$ cat config.mk
export PLATFORM = sky130hd
export DESIGN_NAME = udp_port_binding_table
export DESIGN_NICKNAME = d
export VERILOG_FILES = /design/src/rtl/upb_pkg.sv /design/src/rtl/upb_ctrl.sv /design/src/rtl/upb_datapath.sv /design/src/rtl/udp_port_binding_table.sv
export SDC_FILE = /design/constraint.sdc
export NUM_CORES = 1
export LEC_CHECK = 0
export BUFFER_PORTS_ARGS = -buffer_cell sky130_fd_sc_hd__clkbuf_2
export CAP_MARGIN = 20
export CELL_PAD_IN_SITES_DETAIL_PLACEMENT = 1
export CELL_PAD_IN_SITES_GLOBAL_PLACEMENT = 1
export CORE_ASPECT_RATIO = 1.1
export CORE_MARGIN = 5
export CORE_UTILIZATION = 35
export DETAILED_ROUTE_END_ITERATION = 8
export GPL_TIMING_DRIVEN = 0
export MAX_ROUTING_LAYER = met4
export PLACE_DENSITY = 0.58
export SLEW_MARGIN = 20
export SYNTH_ARGS = -nofsm -noshare
export SYNTH_HDL_FRONTEND = slang
export SYNTH_SLANG_ARGS = --single-unit
$ cat constraint.sdc
create_clock -name clock -period 18.9 [get_ports clock]
set_input_delay 3.78 -clock clock [delete_from_list [all_inputs] [get_ports clock]]
set_output_delay 3.78 -clock clock [all_outputs]
set_load 0.03 [all_outputs]
$ cat src/rtl/upb_pkg.sv
// Types and constants shared by the UDP port binding table modules.
// Holds command and status codes, the table entry layout and the
// controller/datapath handshake structs. No dependencies.
package upb_pkg;

   // Command codes carried in the request tuser field
   localparam logic [1:0] CMD_BIND   = 2'd0;
   localparam logic [1:0] CMD_UNBIND = 2'd1;
   localparam logic [1:0] CMD_LOOKUP = 2'd2;

   // Response status codes
   localparam logic [1:0] ST_OK     = 2'd0;
   localparam logic [1:0] ST_BOUND  = 2'd1;
   localparam logic [1:0] ST_NOPORT = 2'd2;
   localparam logic [1:0] ST_FULL   = 2'd3;

   // Field widths
   localparam int PORT_W   = 16;
   localparam int DOMAIN_W = 32;
   localparam int CORE_W   = 8;

   // One stored binding
   typedef struct packed {
      logic [CORE_W-1:0]   core;
      logic [DOMAIN_W-1:0] domain;
      logic [PORT_W-1:0]   port;
   } upb_entry_type;

   // Controller to datapath commands
   typedef struct packed {
      logic start;   // capture request, restart the scan
      logic scan;    // read the entry at the scan index, advance it
      logic commit;  // update the table and load the response register
   } upb_cmd_type;

   // Datapath to controller status
   typedef struct packed {
      logic scan_last; // scan index sits on the last entry
      logic out_free;  // response register can take a new transfer
   } upb_stat_type;

   typedef enum logic [1:0] {
      S_IDLE,
      S_SCAN,
      S_DRAIN,
      S_COMMIT
   } upb_state_type;

endpackage

$ cat src/rtl/upb_ctrl.sv
// Sequencer for the UDP port binding table.
// Depends on upb_pkg; drives upb_datapath through command/status structs.
module upb_ctrl
   import upb_pkg::*;
(
   input  logic         clock,
   input  logic         reset,
   input  logic         req_tvalid,
   output logic         req_tready,
   input  upb_stat_type stat,
   output upb_cmd_type  cmd
);

   upb_state_type state_ff;
   upb_state_type state_in;

   // State register
   always_ff @(posedge clock) begin
      if (reset) begin
         state_ff <= S_IDLE;
      end else begin
         state_ff <= state_in;
      end
   end

   // Next state and commands
   always_comb begin
      state_in   = state_ff;
      req_tready = 1'b0;
      cmd        = '0;
      case (state_ff)
         S_IDLE: begin
            req_tready = 1'b1;
            if (req_tvalid) begin
               cmd.start = 1'b1;
               state_in  = S_SCAN;
            end
         end
         S_SCAN: begin
            cmd.scan = 1'b1;
            if (stat.scan_last) begin
               state_in = S_DRAIN;
            end
         end
         // last read entry is evaluated here
         S_DRAIN: begin
            state_in = S_COMMIT;
         end
         S_COMMIT: begin
            if (stat.out_free) begin
               cmd.commit = 1'b1;
               state_in   = S_IDLE;
            end
         end
         default: begin
            state_in = S_IDLE;
         end
      endcase
   end

endmodule

$ cat src/rtl/upb_datapath.sv
// Datapath of the UDP port binding table: entry memory, valid bits,
// scan match/free tracking and the response register. Depends on upb_pkg.
module upb_datapath
   import upb_pkg::*;
#(
   parameter int TABLE_ENTRIES = 16
)
(
   input  logic                clock,
   input  logic                reset,
   input  upb_cmd_type         cmd,
   output upb_stat_type        stat,
   input  logic [1:0]          req_op,
   input  logic [PORT_W-1:0]   req_port,
   input  logic [DOMAIN_W-1:0] req_domain,
   input  logic [CORE_W-1:0]   req_core,
   output logic                rsp_valid,
   input  logic                rsp_ready,
   output logic [1:0]          rsp_status,
   output logic [DOMAIN_W-1:0] rsp_domain,
   output logic [CORE_W-1:0]   rsp_core
);

   localparam int IW = (TABLE_ENTRIES > 1) ? $clog2(TABLE_ENTRIES) : 1;
   localparam logic [IW-1:0] LAST_IDX = IW'(TABLE_ENTRIES - 1);

   // Captured request
   logic [1:0]          op_ff;
   logic [PORT_W-1:0]   port_ff;
   logic [DOMAIN_W-1:0] dom_ff;
   logic [CORE_W-1:0]   core_ff;

   // Table storage
   upb_entry_type             mem [TABLE_ENTRIES];
   logic [TABLE_ENTRIES-1:0]  valid_ff;

   // Scan pipeline
   logic [IW-1:0]  scan_idx_ff;
   upb_entry_type  rd_word_ff;
   logic [IW-1:0]  rd_idx_ff;
   logic           rd_live_ff;

   // Search results
   logic                hit_ff;
   logic [IW-1:0]       hit_idx_ff;
   logic [DOMAIN_W-1:0] hit_dom_ff;
   logic [CORE_W-1:0]   hit_core_ff;
   logic                free_ff;
   logic [IW-1:0]       free_idx_ff;

   // Response register
   logic                rsp_valid_ff;
   logic [1:0]          rsp_status_ff;
   logic [DOMAIN_W-1:0] rsp_dom_ff;
   logic [CORE_W-1:0]   rsp_core_ff;

   logic                ent_match;
   logic                ent_free;
   logic                do_write;
   logic                do_clear;
   logic [1:0]          status_in;
   logic [DOMAIN_W-1:0] dom_in;
   logic [CORE_W-1:0]   core_in;

   // Capture the request on start
   always_ff @(posedge clock) begin
      if (cmd.start) begin
         op_ff   <= req_op;
         port_ff <= req_port;
         dom_ff  <= req_domain;
         core_ff <= req_core;
      end
   end

   // Advance the scan index and read one entry per cycle
   always_ff @(posedge clock) begin
      if (reset) begin
         scan_idx_ff <= '0;
         rd_live_ff  <= 1'b0;
      end else begin
         rd_live_ff <= cmd.scan;
         if (cmd.start) begin
            scan_idx_ff <= '0;
         end else if (cmd.scan) begin
            scan_idx_ff <= scan_idx_ff + IW'(1);
         end
      end
   end

   always_ff @(posedge clock) begin
      rd_word_ff <= mem[scan_idx_ff];
      rd_idx_ff  <= scan_idx_ff;
   end

   // Evaluate the entry that came back from memory
   assign ent_match = rd_live_ff && valid_ff[rd_idx_ff] && (rd_word_ff.port == port_ff);
   assign ent_free  = rd_live_ff && !valid_ff[rd_idx_ff];

   always_ff @(posedge clock) begin
      if (reset) begin
         hit_ff  <= 1'b0;
         free_ff <= 1'b0;
      end else if (cmd.start) begin
         hit_ff  <= 1'b0;
         free_ff <= 1'b0;
      end else begin
         if (ent_match) begin
            hit_ff <= 1'b1;
         end
         // keep the lowest free slot
         if (ent_free && !free_ff) begin
            free_ff <= 1'b1;
         end
      end
   end

   always_ff @(posedge clock) begin
      if (ent_match) begin
         hit_idx_ff  <= rd_idx_ff;
         hit_dom_ff  <= rd_word_ff.domain;
         hit_core_ff <= rd_word_ff.core;
      end
      if (ent_free && !free_ff) begin
         free_idx_ff <= rd_idx_ff;
      end
   end

   // Resolve the command outcome
   always_comb begin
      do_write  = 1'b0;
      do_clear  = 1'b0;
      status_in = ST_NOPORT;
      dom_in    = '0;
      core_in   = '0;
      case (op_ff)
         CMD_BIND: begin
            if (hit_ff) begin
               status_in = ST_BOUND;
            end else if (!free_ff) begin
               status_in = ST_FULL;
            end else begin
               status_in = ST_OK;
               do_write  = 1'b1;
            end
         end
         CMD_UNBIND: begin
            if (hit_ff) begin
               status_in = ST_OK;
               do_clear  = 1'b1;
            end
         end
         // lookup, and the unused code treated as one
         default: begin
            if (hit_ff) begin
               status_in = ST_OK;
               dom_in    = hit_dom_ff;
               core_in   = hit_core_ff;
            end
         end
      endcase
   end

   // Write the new binding into the lowest free slot
   always_ff @(posedge clock) begin
      if (cmd.commit && do_write) begin
         mem[free_idx_ff] <= '{core: core_ff, domain: dom_ff, port: port_ff};
      end
   end

   // Set or drop valid bits
   always_ff @(posedge clock) begin
      if (reset) begin
         valid_ff <= '0;
      end else if (cmd.commit) begin
         if (do_write) begin
            valid_ff[free_idx_ff] <= 1'b1;
         end
         if (do_clear) begin
            valid_ff[hit_idx_ff] <= 1'b0;
         end
      end
   end

   // Hold the response until the transfer completes
   always_ff @(posedge clock) begin
      if (reset) begin
         rsp_valid_ff <= 1'b0;
      end else if (cmd.commit) begin
         rsp_valid_ff <= 1'b1;
      end else if (rsp_ready) begin
         rsp_valid_ff <= 1'b0;
      end
   end

   always_ff @(posedge clock) begin
      if (cmd.commit) begin
         rsp_status_ff <= status_in;
         rsp_dom_ff    <= dom_in;
         rsp_core_ff   <= core_in;
      end
   end

   assign stat.scan_last = (scan_idx_ff == LAST_IDX);
   assign stat.out_free  = !rsp_valid_ff || rsp_ready;

   assign rsp_valid  = rsp_valid_ff;
   assign rsp_status = rsp_status_ff;
   assign rsp_domain = rsp_dom_ff;
   assign rsp_core   = rsp_core_ff;

`ifndef SYNTHESIS
   // a commit never overwrites a response that is still waiting
   a_commit_free: assert property (@(posedge clock) disable iff (reset)
      cmd.commit |-> (!rsp_valid_ff || rsp_ready))
      else $error("response overwritten before transfer");

   // owner fields are zero on every non-ok response
   a_owner_zero: assert property (@(posedge clock) disable iff (reset)
      (rsp_valid_ff && rsp_status_ff != ST_OK) |-> (rsp_dom_ff == '0 && rsp_core_ff == '0))
      else $error("owner fields set on failed command");

   // a successful bind adds exactly one valid entry
   a_bind_grows: assert property (@(posedge clock) disable iff (reset)
      (cmd.commit && do_write) |=>
         ($countones(valid_ff) == $past($countones(valid_ff)) + 1))
      else $error("bind did not add one entry");

   // a successful unbind removes exactly one valid entry
   a_unbind_shrinks: assert property (@(posedge clock) disable iff (reset)
      (cmd.commit && do_clear) |=>
         ($countones(valid_ff) + 1 == $past($countones(valid_ff))))
      else $error("unbind did not remove one entry");
`endif

endmodule

$ cat src/rtl/udp_port_binding_table.sv
// UDP port binding table: bind, unbind and look up the owner of UDP ports.
// Top level; instantiates upb_ctrl and upb_datapath, depends on upb_pkg.
//
// Usage:
//   Request channel req_*: one command per transfer; tuser carries the
//   command (bind, unbind, lookup), tdata the port, domain and core.
//   Response channel rsp_*: one result per request, in request order,
//   carrying the status and, for a successful lookup, the owner.
// Timing:
//   Each request scans the whole table through the single read port of the
//   entry memory, one entry per cycle. An accepted request steps through the
//   scan, drain and commit states; commit, which waits for a free response
//   register, loads it, and the next request is taken back in idle.
// Reset:
//   Synchronous, active high. All valid bits clear at once, so the table is
//   empty right after reset; the memory needs no clearing pass.
// Stall:
//   The response sits in an output register; a new request is accepted and
//   scanned while it waits. The table update and the next response wait
//   until the pending response has been transferred.
module udp_port_binding_table
   import upb_pkg::*;
#(
   parameter int TABLE_ENTRIES = 16
)
(
   input  logic        clock,
   input  logic        reset,
   input  logic        req_tvalid,
   output logic        req_tready,
   input  logic [55:0] req_tdata,  // port_number[15:0], domain_id[47:16], core_id[55:48]
   input  logic [1:0]  req_tuser,  // cmd[1:0]
   output logic        rsp_tvalid,
   input  logic        rsp_tready,
   output logic [47:0] rsp_tdata   // status[1:0], owner_domain[33:2], owner_core[41:34], zero
);

   upb_cmd_type         cmd;
   upb_stat_type        stat;
   logic [1:0]          rsp_status;
   logic [DOMAIN_W-1:0] rsp_domain;
   logic [CORE_W-1:0]   rsp_core;

   upb_ctrl u_ctrl (
      .clock      (clock),
      .reset      (reset),
      .req_tvalid (req_tvalid),
      .req_tready (req_tready),
      .stat       (stat),
      .cmd        (cmd)
   );

   upb_datapath #(
      .TABLE_ENTRIES (TABLE_ENTRIES)
   ) u_datapath (
      .clock      (clock),
      .reset      (reset),
      .cmd        (cmd),
      .stat       (stat),
      .req_op     (req_tuser),
      .req_port   (req_tdata[15:0]),
      .req_domain (req_tdata[47:16]),
      .req_core   (req_tdata[55:48]),
      .rsp_valid  (rsp_tvalid),
      .rsp_ready  (rsp_tready),
      .rsp_status (rsp_status),
      .rsp_domain (rsp_domain),
      .rsp_core   (rsp_core)
   );

   // Pack the response word
   assign rsp_tdata = {6'd0, rsp_core, rsp_domain, rsp_status};

endmodule
### Word-level counts from Yosys, hierarchy flattened

Memory sizes are Yosys's and may differ from the RTL's. A register that Yosys moved wholly into a read port is not among the register bits.
Cells that the tools add are included.

* input bits: 62
* output and inout port bits: 50
* word-level logic and storage cells: 89
* memories: 1
* bits in registers: 178
* RAM bits: 896

* reductions and logical operators: 17
* $lt $le $gt $ge: 5
* add/subtract/negate cells: 1
* eq/ne operators: 9
* bitwise logic cells: 4
* muxes and demuxes: 33

Memories
* u_datapath.mem: words 16, bits a word 56, read ports 1, clocked after memory_dff 1, wr ports 1, RTL line upb_datapath.sv:34 `upb_entry_type mem [TABLE_ENTRIES];`

Operators with widths (number)
* 16-bit two-way mux: 4
* 1-bit two-way mux: 18
* 16-bit AND: 1
* 16-bit == test: 1
* 16-bit inverter: 1
* 16-bit OR: 1
* 4-bit by 5-bit < comparator with 1-bit output (second input constant): 3
* 2-bit two-way mux: 7
* 1-bit demux with 4-bit select: 2
* 4-bit by 1-bit >= comparator with 1-bit output (second input constant): 2
* 2-bit one-hot mux with 4 select lines: 1
* 1-bit logical AND: 7
* 2-bit inequality test (second input constant): 3
* 4-bit by 1-bit adder with 4-bit output (second input constant): 1
* 1-bit binary-select mux with 4-bit select: 1
* 2-bit by 1-bit == test with 1-bit output (second input constant): 2
* 2-bit == test (second input constant): 2
* 4-bit == test (second input constant): 1
* 2-bit zero test: 2
* 1-bit zero test: 3
* 3-bit AND reduction: 1
* 3-bit OR reduction: 1
* 2-bit nonzero test: 1
* 2-bit OR reduction: 1
* 2 further kinds: 2

### Longest topological paths before layout

Gate-level depths: netlist of the first run.

* depth in word-level cells: 10
* gate-level depth with buffers: 7

### Cells and area by module

A second synthesis of the first run with hierarchy kept.

* cell total of the unflattened synthesis: 1874
* area, all modules: 41524.8 µm²

By module, submodules not included
* upb_datapath: instances 1, sequential area each 33031.7 µm², area an instance 41295.9 µm², cells an instance 1848
* upb_ctrl: instances 1, sequential area each 40.0 µm², area an instance 180.2 µm², cells an instance 19
* udp_port_binding_table: instances 1, sequential area each 0.0 µm², area an instance 48.8 µm², cells an instance 7

### Worst setup path after synthesis of the first run

OpenSTA, ideal clock, no wires.

* kind: input -> register
* start: input port rsp_tready
* end: memory u_datapath.mem[8][0] (netlist name) (enable)
* cell stages on the path: 4
* library setup time: 0.541 ns
* path buffers: 0
* arrival: 8.244 ns
* setup slack: 10.115 ns
* data required time: 18.359 ns
* path through: nand2b_1 > nand4_1 > or3_1 > nor3_1

* longest elaborated chain between the ends: 6

Ends and longest elaborated chain
* from (decl): RTL line udp_port_binding_table.sv:34 `input logic rsp_tready,`
* 1-bit logical OR: RTL line upb_datapath.sv:204 `assign stat.out_free = !rsp_valid_ff || rsp_ready;`
* 1-bit two-way mux: RTL line upb_ctrl.sv:50 `if (stat.out_free) begin`
* 1-bit two-way mux: RTL line upb_ctrl.sv:31 `case (state_ff)`
* 1-bit logical AND: RTL line upb_datapath.sv:165 `if (cmd.commit && do_write) begin`
* 1-bit two-way mux: RTL line upb_datapath.sv:165
* 1-bit two-way mux (not written as such): RTL line upb_datapath.sv:166 `mem[free_idx_ff] <= '{core: core_ff, domain: dom_ff, port: port_ff};`
* to (decl): RTL line upb_datapath.sv:34

No other way between the ends.

### Final worst setup path of the first run

* start: input port rsp_tready
* end: memory u_datapath.mem[12][26] (netlist name) (enable)

Same word-level chain as after synthesis.

==> out/metrics.cfg, run 1 <==
[critical_path]
end_kind = flop
worstPathArrival_ns = 6.27
critPathMaxFanout = 8
required_ns = 19.30
cp-start-kind = input pin
worst-setup-path-type = input pin to flop

[timing]
worstMarginPinSlew_ns = 1.11
setup_viol = 0
slew_viol_final = 0
finClkSkew_ns = 0.0292
min_period_over_period = 0.311
relSlewSlack = 0.252
min_period_ns = 5.87
tns_ns = 0
rsz0062_at_grt = no
fmax_ghz = 0.170
finalHoldViolCount = 0

[synth]
synth_commonest_cells = 1044 x edfxtp_1, 228 x mux4_2, 86 x dfxtp_1, 74 x a21oi_1, 60 x mux2i_1
synthFlopType = edfxtp_1
synthAdderAreaFrac = 0.00181
yosysMostFrequentCell = edfxtp_1
synth_edf_count = 1044
mappedNetlistArea_um2 = 41500
synth.distinct_cells = 35
synth_top_family_by_area = multiplexers
ys_seq_elements = 1130
synth_compound_area_frac = 0.0227
synthTopCellsByArea = edfxtp_1 76%, mux4_2 12%, dfxtp_1 4.1%, mux2i_1 1.4%, a211oi_1 1.0%
synth.area.mux_share = 0.138
netlist_instances = 1861
synth_xor_area_frac = 0.00401
ys_async_sr_fraction = 0
synthSimpleGateAreaFrac = 0.0222
synth_top_area_frac = 0.755
avgSynthCellArea_um2 = 22.3
synth_top_cell_by_area = edfxtp_1
ys_seq_area_frac = 0.797
yosysWarningCount = 0

[clock_network]
hold_buffers = 0
cts_resized = 0
htree_levels = 3
clock_path_buffers = 3
cts_inserted_buffers = 112
clk_latency_ns = 0.72
cts_tree = done
cts.clk_slew.worst_paths_ns = 0.06
cts_root_buffer = clkbuf_16
cts.sinks = 1130
cts_setup_buffers = 0

[floorplan]
coreArea_um2 = 118000
num_rows = 132
die_y_um = 371
ios = 112
die_width_um = 338
initial_core_util = 0.352
dieArea_um2 = 126000

[hold_path]
min_path_type = flop to flop

[final_layout]
multiInputGateArea_um2 = 7980
drive_above_1_share = 0.288
finalNetCount = 2230
fill_cells = 11000
final_cells = 3804
fin_util = 0.417
seqCellArea_um2 = 33100
finalInstanceArea_um2 = 49100
area_growth_pct = 18.4

[power_and_ir_drop]
power_density_nw_per_um2 = 123
pwr-share-seq = 0.512
clkPwrFrac = 0.377
switchingPower_mw = 1.44
leakage_nw = 15.4
p_int_mw = 4.58
swShare = 0.240
peakVddDrop_v = 0.0000787
p_total_mw = 6.03
p_comb_frac = 0.111

[grt]
antenna_found_initial = 2
grtUsageTotal = 0.166
grt_start_max_net_pins = 37
grt_pass1_vias = 21400
grt_overflow = 0
grt_pass1_wl_um = 149000

[placed_design]
dp.cells = 3589
numPortBuffers = 105
hpwlAfterDp_um = 66700
finalWeightedCongestion = 0.737
dpl_cell_area_um2 = 45300

[detailed_routing]
vias = 19200
drt-initial-drc-count = 1560
wire_per_inst_um = 26.7
postRouteAntennaNets = 0
via_per_inst = 5.04
drc = 0
drt_pass1_iterations = 7
drt_wl_total_um = 102000

[status]
status = complete, no violations

[job]
maxCapViolCount = 0

## layout by cell type, fill, tap and decap left out, types with 3 or more instances in the layout
| master | count |
|---|---|
| clkbuf_8 | 10 |
| and3_1 | 41 |
| mux4_2 | 228 |
| o21a_1 | 17 |
| dfxtp_1 | 86 |
| nor3_1 | 7 |
| nor3_2 | 4 |
| clkbuf_16 | 114 |
| clkbuf_2 | 105 |
| buf_16 | 17 |
| nand4_1 | 5 |
| inv_1 | 8 |
| nor2_4 | 12 |
| clkinv_1 | 12 |
| a21oi_1 | 74 |
| conb_1 | 6 |
| clkinvlp_4 | 5 |
| nand2b_1 | 3 |
| clkinv_2 | 28 |
| nor2b_1 | 59 |
| clkinv_8 | 3 |
| ha_1 | 6 |
| buf_12 | 25 |
| mux2i_1 | 60 |
| xnor2_1 | 17 |
| buf_4 | 54 |
| bufinv_16 | 13 |
| nor2_1 | 12 |
| nand2_1 | 4 |
| buf_2 | 13 |
| buf_6 | 13 |
| clkbuf_1 | 77 |
| or3_1 | 4 |
| edfxtp_1 | 1044 |
| a211oi_1 | 57 |
## power by group through the flow
stage               Clock, mW  Sequential [mW]  Combinational (mW)
global route             2.45             3.10               0.726
floorplan                   0             3.09               0.470
detailed placement          0             3.14               0.689
finish                   2.27             3.09               0.668
CTS                      2.33             3.09               0.692
global placement            0             3.13               0.669
## worst max-delay path, stage by stage
cell      delay [ns]
clkbuf_2        0.09
nand2b_1        0.12
nand4_1         0.23
or3_1           0.56
nor3_2          0.70
buf_4           0.33
buf_4           0.22
buf_4           0.22
## logic make-up (layout without fill, tap and decap cells)
group,after synthesis,count (layout)
compound gates,150,150
xor+xnor,19,19
fa+ha+maj,6,6
other cells,1,7
buf+inv,107,503
mux,288,288
flops,1130,1130
simple gates,160,160
## flip-flops by register name, indices dropped and copies added (netlist names), 8 cells and up
register	cells
u_datapath.mem	896
u_datapath.rd_word_ff	56
u_datapath.dom_ff	32
u_datapath.hit_dom_ff	32
u_datapath.rsp_domain	32
u_datapath.port_ff	16
u_datapath.valid_ff	16
u_datapath.core_ff	8
u_datapath.hit_core_ff	8
u_datapath.rsp_core	8
## final cells by class
type	count	share of cell area
repair buffers	182	0.0360
diodes	1	0.0000509
clock buffers	150	0.0629
well taps	1541	0.0393
plain buffers	98	0.0111
flip-flops and latches	1130	0.673
clock inverters	64	0.0142
multi-input cells	629	0.162
inverters	9	0.000739
## metrics by stage
stage               worst slack, ns  hold slack, ns
finish                        13.03           0.353
global route                  12.95           0.367
CTS                           13.06           0.353
detailed placement            12.29           0.340
global placement               4.40           0.340
floorplan                     10.11           0.326
## metal layers
layer  global-route usage  vias up  wire length (um)
li1                     -     8320                 -
met1                0.206    10300             42500
met5                    -        -                 0
met3               0.0259      136              3970
met2                0.290      420             53000
met4               0.0424        0              2010
## final timing paths
path,startpoint,to,slack (ns),cells past startpoint
setup / recovery,rsp_tready,u_datapath.mem[12][26],13.03,8
hold / removal,u_datapath.scan_idx_ff[3],u_datapath.rd_idx_ff[3],0.35,0
setup reg to reg,u_datapath.op_ff[1],u_datapath.mem[12][26],15.27,7
hold reg to reg,u_datapath.scan_idx_ff[3],u_datapath.rd_idx_ff[3],0.35,0
Note: power is estimated with default switching activity, not from simulation.
==> inputs of run 2 (changes only) <==
Clock period 18.9 ns to 6 ns, I/O delays scaled along.
==> out/metrics.cfg, run 2 (same netlist as run 1, synthesis figures left out) <==
[critical_path]
worst_path_dominant_cell_family = simple AND/OR/NAND/NOR gates  ; unchanged
worst_path_largest_cell_delay_ns = 0.81  ; was 0.70 ns
cp_slowest_cell = nor4_1  ; was nor3_2
path_buf_inv = 1  ; was 4
cp-start-kind = flop  ; was input pin
worst-setup-path-type = flop to flop  ; was input pin to flop
end_kind = flop  ; unchanged
cp_cell_sequence = xnor2_1 > nand4_1 > nor4_1 > and4_4 > buf_12  ; was clkbuf_2 > nand2b_1 > nand4_1 > or3_1 > nor3_2 > buf_4 > buf_4 > buf_4
required_ns = 6.39  ; was 19.30 ns
critPathMaxFanout = 28  ; was 8
worstPathArrival_ns = 3.87  ; was 6.27 ns

[clock_network]
hold_buffers = 0  ; unchanged
htree_levels = 3  ; unchanged
cts.clk_slew.worst_paths_ns = 0.06  ; about the same
cts_inserted_buffers = 112  ; unchanged
cts_resized = 0  ; unchanged
cts_root_buffer = clkbuf_16  ; unchanged
clk_latency_ns = 0.72  ; about the same
cts_setup_buffers = 0  ; unchanged
cts.sinks = 1130  ; unchanged
clock_path_buffers = 3  ; unchanged
cts_tree = done  ; unchanged

[final_layout]
reg.largest.list = u_datapath.mem (896), u_datapath.rd_word_ff (56)  ; unchanged
largest_register_ffs = 896  ; unchanged
layout_common_cells = 1044 x edfxtp_1, 228 x mux4_2, 113 x clkbuf_16  ; was 1044 x edfxtp_1, 228 x mux4_2, 114 x clkbuf_16
final_cells = 3786  ; was 3804
finalInstanceArea_um2 = 49100  ; about the same
finalNetCount = 2216  ; was 2230
fin_util = 0.417  ; about the same
area_growth_pct = 18.4  ; about the same
drive_above_1_share = 0.281  ; was 0.288
layout_commonest_cell = edfxtp_1  ; unchanged
regMostFlops = u_datapath.mem  ; unchanged

[detailed_routing]
drt_wl_total_um = 101000  ; was 102000 um
drt-initial-drc-count = 1487  ; was 1560
postRouteAntennaNets = 0  ; unchanged
drc = 0  ; unchanged
drt_pass1_iterations = 5  ; was 7
via_per_inst = 5.06  ; was 5.04
vias = 19200  ; about the same
wire_per_inst_um = 26.8  ; was 26.7 um

[floorplan]
num_rows = 132  ; unchanged
ios = 112  ; unchanged
dieArea_um2 = 126000  ; unchanged
coreArea_um2 = 118000  ; unchanged
die_y_um = 371  ; unchanged
die_width_um = 338  ; unchanged
initial_core_util = 0.352  ; unchanged

[timing]
min_period_ns = 3.48
tns_ns = 0  ; unchanged
worstMarginPinSlew_ns = 0.990  ; was 1.11 ns
fmax_ghz = 0.287
relSlewSlack = 0.340  ; was 0.252
min_period_over_period = 0.580
hold_ws_ns = 0.363  ; was 0.353 ns
slew_viol_final = 0  ; unchanged
setup_ws_ns = 2.52  ; was 13.03 ns
finClkSkew_ns = 0.0331  ; was 0.0292 ns
rsz0062_at_grt = no  ; unchanged
setup_viol = 0  ; unchanged
finalHoldViolCount = 0  ; unchanged

[power_and_ir_drop]
swShare = 0.240  ; about the same
p_comb_frac = 0.111  ; about the same
peakVddDrop_v = 0.000227  ; was 0.0000787 V
power_density_nw_per_um2 = 388  ; was 123 nW/um2
p_total_mw = 19.0  ; was 6.03 mW
clkPwrFrac = 0.378  ; was 0.377
p_int_mw = 14.5  ; was 4.58 mW
pwr-share-seq = 0.511  ; was 0.512
leakage_nw = 15.4  ; about the same
switchingPower_mw = 4.56  ; was 1.44 mW

[grt]
grt_start_max_net_pins = 37  ; unchanged
antenna_found_initial = 4  ; was 2
grtUsageTotal = 0.167  ; was 0.166
grt_pass1_vias = 21400  ; about the same
grt_overflow = 0  ; unchanged
grt_pass1_wl_um = 149000  ; about the same

[placed_design]
finalWeightedCongestion = 0.709  ; was 0.737
pre_cts_ws_ns = 2.33  ; was 12.29 ns
dp.cells = 3575  ; was 3589
dpl_cell_area_um2 = 45300  ; about the same
numPortBuffers = 105  ; unchanged
hpwlAfterDp_um = 66500  ; was 66700 um

[hold_path]
min_path_type = flop to flop  ; unchanged

[job]
maxCapViolCount = 0  ; unchanged

[status]
status = complete, no violations  ; unchanged

-- run 2: power groups by stage --
stage          Combinational, mW  Clock (mW)  Sequential (mW)
4_1_cts                     2.18        7.39             9.74
3_5_place_dp                2.17           0             9.91
6_report                    2.11        7.21             9.73
5_1_grt                     2.30        7.74             9.79
3_3_place_gp                2.11           0             9.86
2_1_floorplan               1.48           0             9.75
-- run 2: layout make-up --
class,instances,area [um2]
sequential,1130,33100
clock buffer,153,3110
clock inverter,57,693
antenna,1,2.50
inverter,9,36.3
multi-input combinational,629,8000
tap,1541,1930
fill,11000,68600
buffer,98,546
timing repair buffer,168,1730
-- run 2: worst paths after layout --
kind | startpoint | endpoint | slack, ns | cells after the start
worst max register to register | u_datapath.port_ff[14] | u_datapath.hit_dom_ff[15] | 2.52 | 5
worst min-delay path | u_datapath.scan_idx_ff[3] | u_datapath.rd_idx_ff[3] | 0.36 | 0
worst max-delay path | u_datapath.port_ff[14] | u_datapath.hit_dom_ff[15] | 2.52 | 5
worst min register to register | u_datapath.scan_idx_ff[3] | u_datapath.rd_idx_ff[3] | 0.36 | 0
-- run 2: per-layer routing --
layer / up-vias / part of all wire / track usage
li1: 8290 / - / -
met1: 10300 / 0.42 / 0.210
met2: 457 / 0.51 / 0.285
met3: 115 / 0.049 / 0.0266
met4: 0 / 0.018 / 0.0435
met5: - / 0 / -
==> inputs of run 3 (changes only) <==
Clock period 6 ns to 3.4 ns, I/O delays scaled along.
==> out/metrics.cfg, run 3 (same netlist as run 1, synthesis figures left out) <==
[final_layout]
layout_common_cells = 1044 x edfxtp_1, 228 x mux4_2, 113 x clkbuf_16  ; unchanged
fin_util = 0.417  ; about the same
layout_commonest_cell = edfxtp_1  ; unchanged
reg.largest.list = u_datapath.mem (896), u_datapath.rd_word_ff (56)  ; unchanged
fill_cells = 11000  ; about the same
area_growth_pct = 18.4  ; about the same
finalInstanceArea_um2 = 49100  ; about the same
largest_register_ffs = 896  ; unchanged
drive_above_1_share = 0.281  ; about the same
finalNetCount = 2216  ; unchanged
regMostFlops = u_datapath.mem  ; unchanged

[clock_network]
htree_levels = 3  ; unchanged
hold_buffers = 0  ; unchanged
clk_latency_ns = 0.72  ; about the same
cts_resized = 1  ; was 0
cts_tree = done  ; unchanged
cts_inserted_buffers = 112  ; unchanged
cts.sinks = 1130  ; unchanged
cts_setup_buffers = 0  ; unchanged
clock_path_buffers = 3  ; unchanged
cts.clk_slew.worst_paths_ns = 0.06  ; about the same
cts_root_buffer = clkbuf_16  ; unchanged

[detailed_routing]
wire_per_inst_um = 26.8  ; about the same
drt_wl_total_um = 101000  ; about the same
vias = 19200  ; about the same
postRouteAntennaNets = 0  ; unchanged
drc = 0  ; unchanged
drt-initial-drc-count = 1425  ; was 1487
drt_pass1_iterations = 5  ; unchanged
via_per_inst = 5.07  ; was 5.06

[job]
maxCapViolCount = 0  ; unchanged

[floorplan]
initial_core_util = 0.352  ; unchanged
coreArea_um2 = 118000  ; unchanged
die_y_um = 371  ; unchanged
dieArea_um2 = 126000  ; unchanged
die_width_um = 338  ; unchanged
num_rows = 132  ; unchanged
ios = 112  ; unchanged

[placed_design]
dpl_cell_area_um2 = 45300  ; unchanged
numPortBuffers = 105  ; unchanged
hpwlAfterDp_um = 66500  ; unchanged
finalWeightedCongestion = 0.709  ; unchanged

[critical_path]
worstPathArrival_ns = 3.63  ; was 3.87 ns
worst-setup-path-type = flop to flop  ; unchanged
end_kind = flop  ; unchanged
critPathMaxFanout = 11  ; was 28
required_ns = 3.81  ; was 6.39 ns
cp-start-kind = flop  ; unchanged

[grt]
grt_start_max_net_pins = 37  ; unchanged
grt_pass1_wl_um = 149000  ; about the same
grtUsageTotal = 0.167  ; about the same
grt_pass1_vias = 21400  ; about the same
grt.busiest_layer = met2  ; unchanged
grt_use_met2 = 0.285  ; about the same
grt_overflow = 0  ; unchanged
globalRouteMet3Util = 0.0266  ; unchanged
met1_usage = 0.210  ; unchanged
antenna_found_initial = 4  ; unchanged

[timing]
min_period_ns = 3.22  ; was 3.48 ns
setup_viol = 0  ; unchanged
rsz0062_at_grt = no  ; unchanged
relSlewSlack = 0.347  ; was 0.340
finalHoldViolCount = 0  ; unchanged
slew_viol_final = 0  ; unchanged
worstMarginPinSlew_ns = 0.980  ; was 0.990 ns
finClkSkew_ns = 0.0334  ; was 0.0331 ns
fmax_ghz = 0.310  ; was 0.287 GHz
min_period_over_period = 0.948  ; was 0.580

[power_and_ir_drop]
power_density_nw_per_um2 = 684  ; was 388 nW/um2
peakVddDrop_v = 0.000400  ; was 0.000227 V
leakage_nw = 15.4  ; unchanged

[hold_path]
min_path_type = input pin to flop  ; was flop to flop

[status]
status = complete, no violations  ; unchanged

run 3: cell types whose count changed in the layout (fill, tap and decap cells not counted):
cell    delta
nor4_1     -1
nor4_2     +1
run 3: layout make-up:
class                      instances  area, um2  area share
tap                             1541       1930      0.0393
timing repair buffer             168       1730      0.0352
antenna                            1       2.50   0.0000509
sequential                      1130      33100       0.673
clock buffer                     153       3110      0.0633
inverter                           9       36.3    0.000739
multi-input combinational        629       8010       0.163
clock inverter                    57        693      0.0141
buffer                            98        546      0.0111
run 3: through the flow:
| step | power, mW | TNS [ns] | hold WS (ns) | cells | worst slack (ns) |
|---|---|---|---|---|---|
| 2_1_floorplan | 19.8 | -637.27 | 0.326 | 1866 | -0.762 |
| 3_3_place_gp | 21.1 | -3971.42 | 0.340 | 3512 | -4.62 |
| 3_5_place_dp | 21.3 | -3.81 | 0.353 | 3575 | -0.149 |
| 4_1_cts | 34.1 | 0 | 0.0761 | 3785 | 0.0884 |
| 5_1_grt | 35.0 | 0 | 0.110 | 3785 | 0.0525 |
| 6_report | 33.6 | 0 | 0.139 | 3786 | 0.178 |
run 3: path summary, 6_finish.rpt:
kind	start	endpoint	slack [ns]	cells past startpoint
worst max register to register	u_datapath.op_ff[1]	u_datapath.mem[4][22]	0.18	7
worst min register to register	u_datapath.scan_idx_ff[3]	u_datapath.rd_idx_ff[3]	0.37	0
worst max-delay path	u_datapath.op_ff[1]	u_datapath.mem[4][22]	0.18	7
worst min-delay path	req_tdata[18]	u_datapath.dom_ff[2]	0.14	1
run 3: per-layer routing:
layer	part of all wire	vias up
li1	-	8293
met1	0.42	10300
met2	0.51	453
met3	0.046	117
met4	0.018	0
met5	0	-
run 3: power by group:
group	internal (mW)	switching, mW
clock network	7.47	5.23
logic	1.75	1.97
registers	16.3	0.831
total	25.6	8.04
run 3: critical path, stage by stage, from the launching register on:
cell      delay, ns
edfxtp_1       0.69
nor2_1         0.24
nand4_1        0.26
or3_1          0.56
nor3_4         0.53
buf_6          0.24
buf_8          0.18
buf_8          0.17
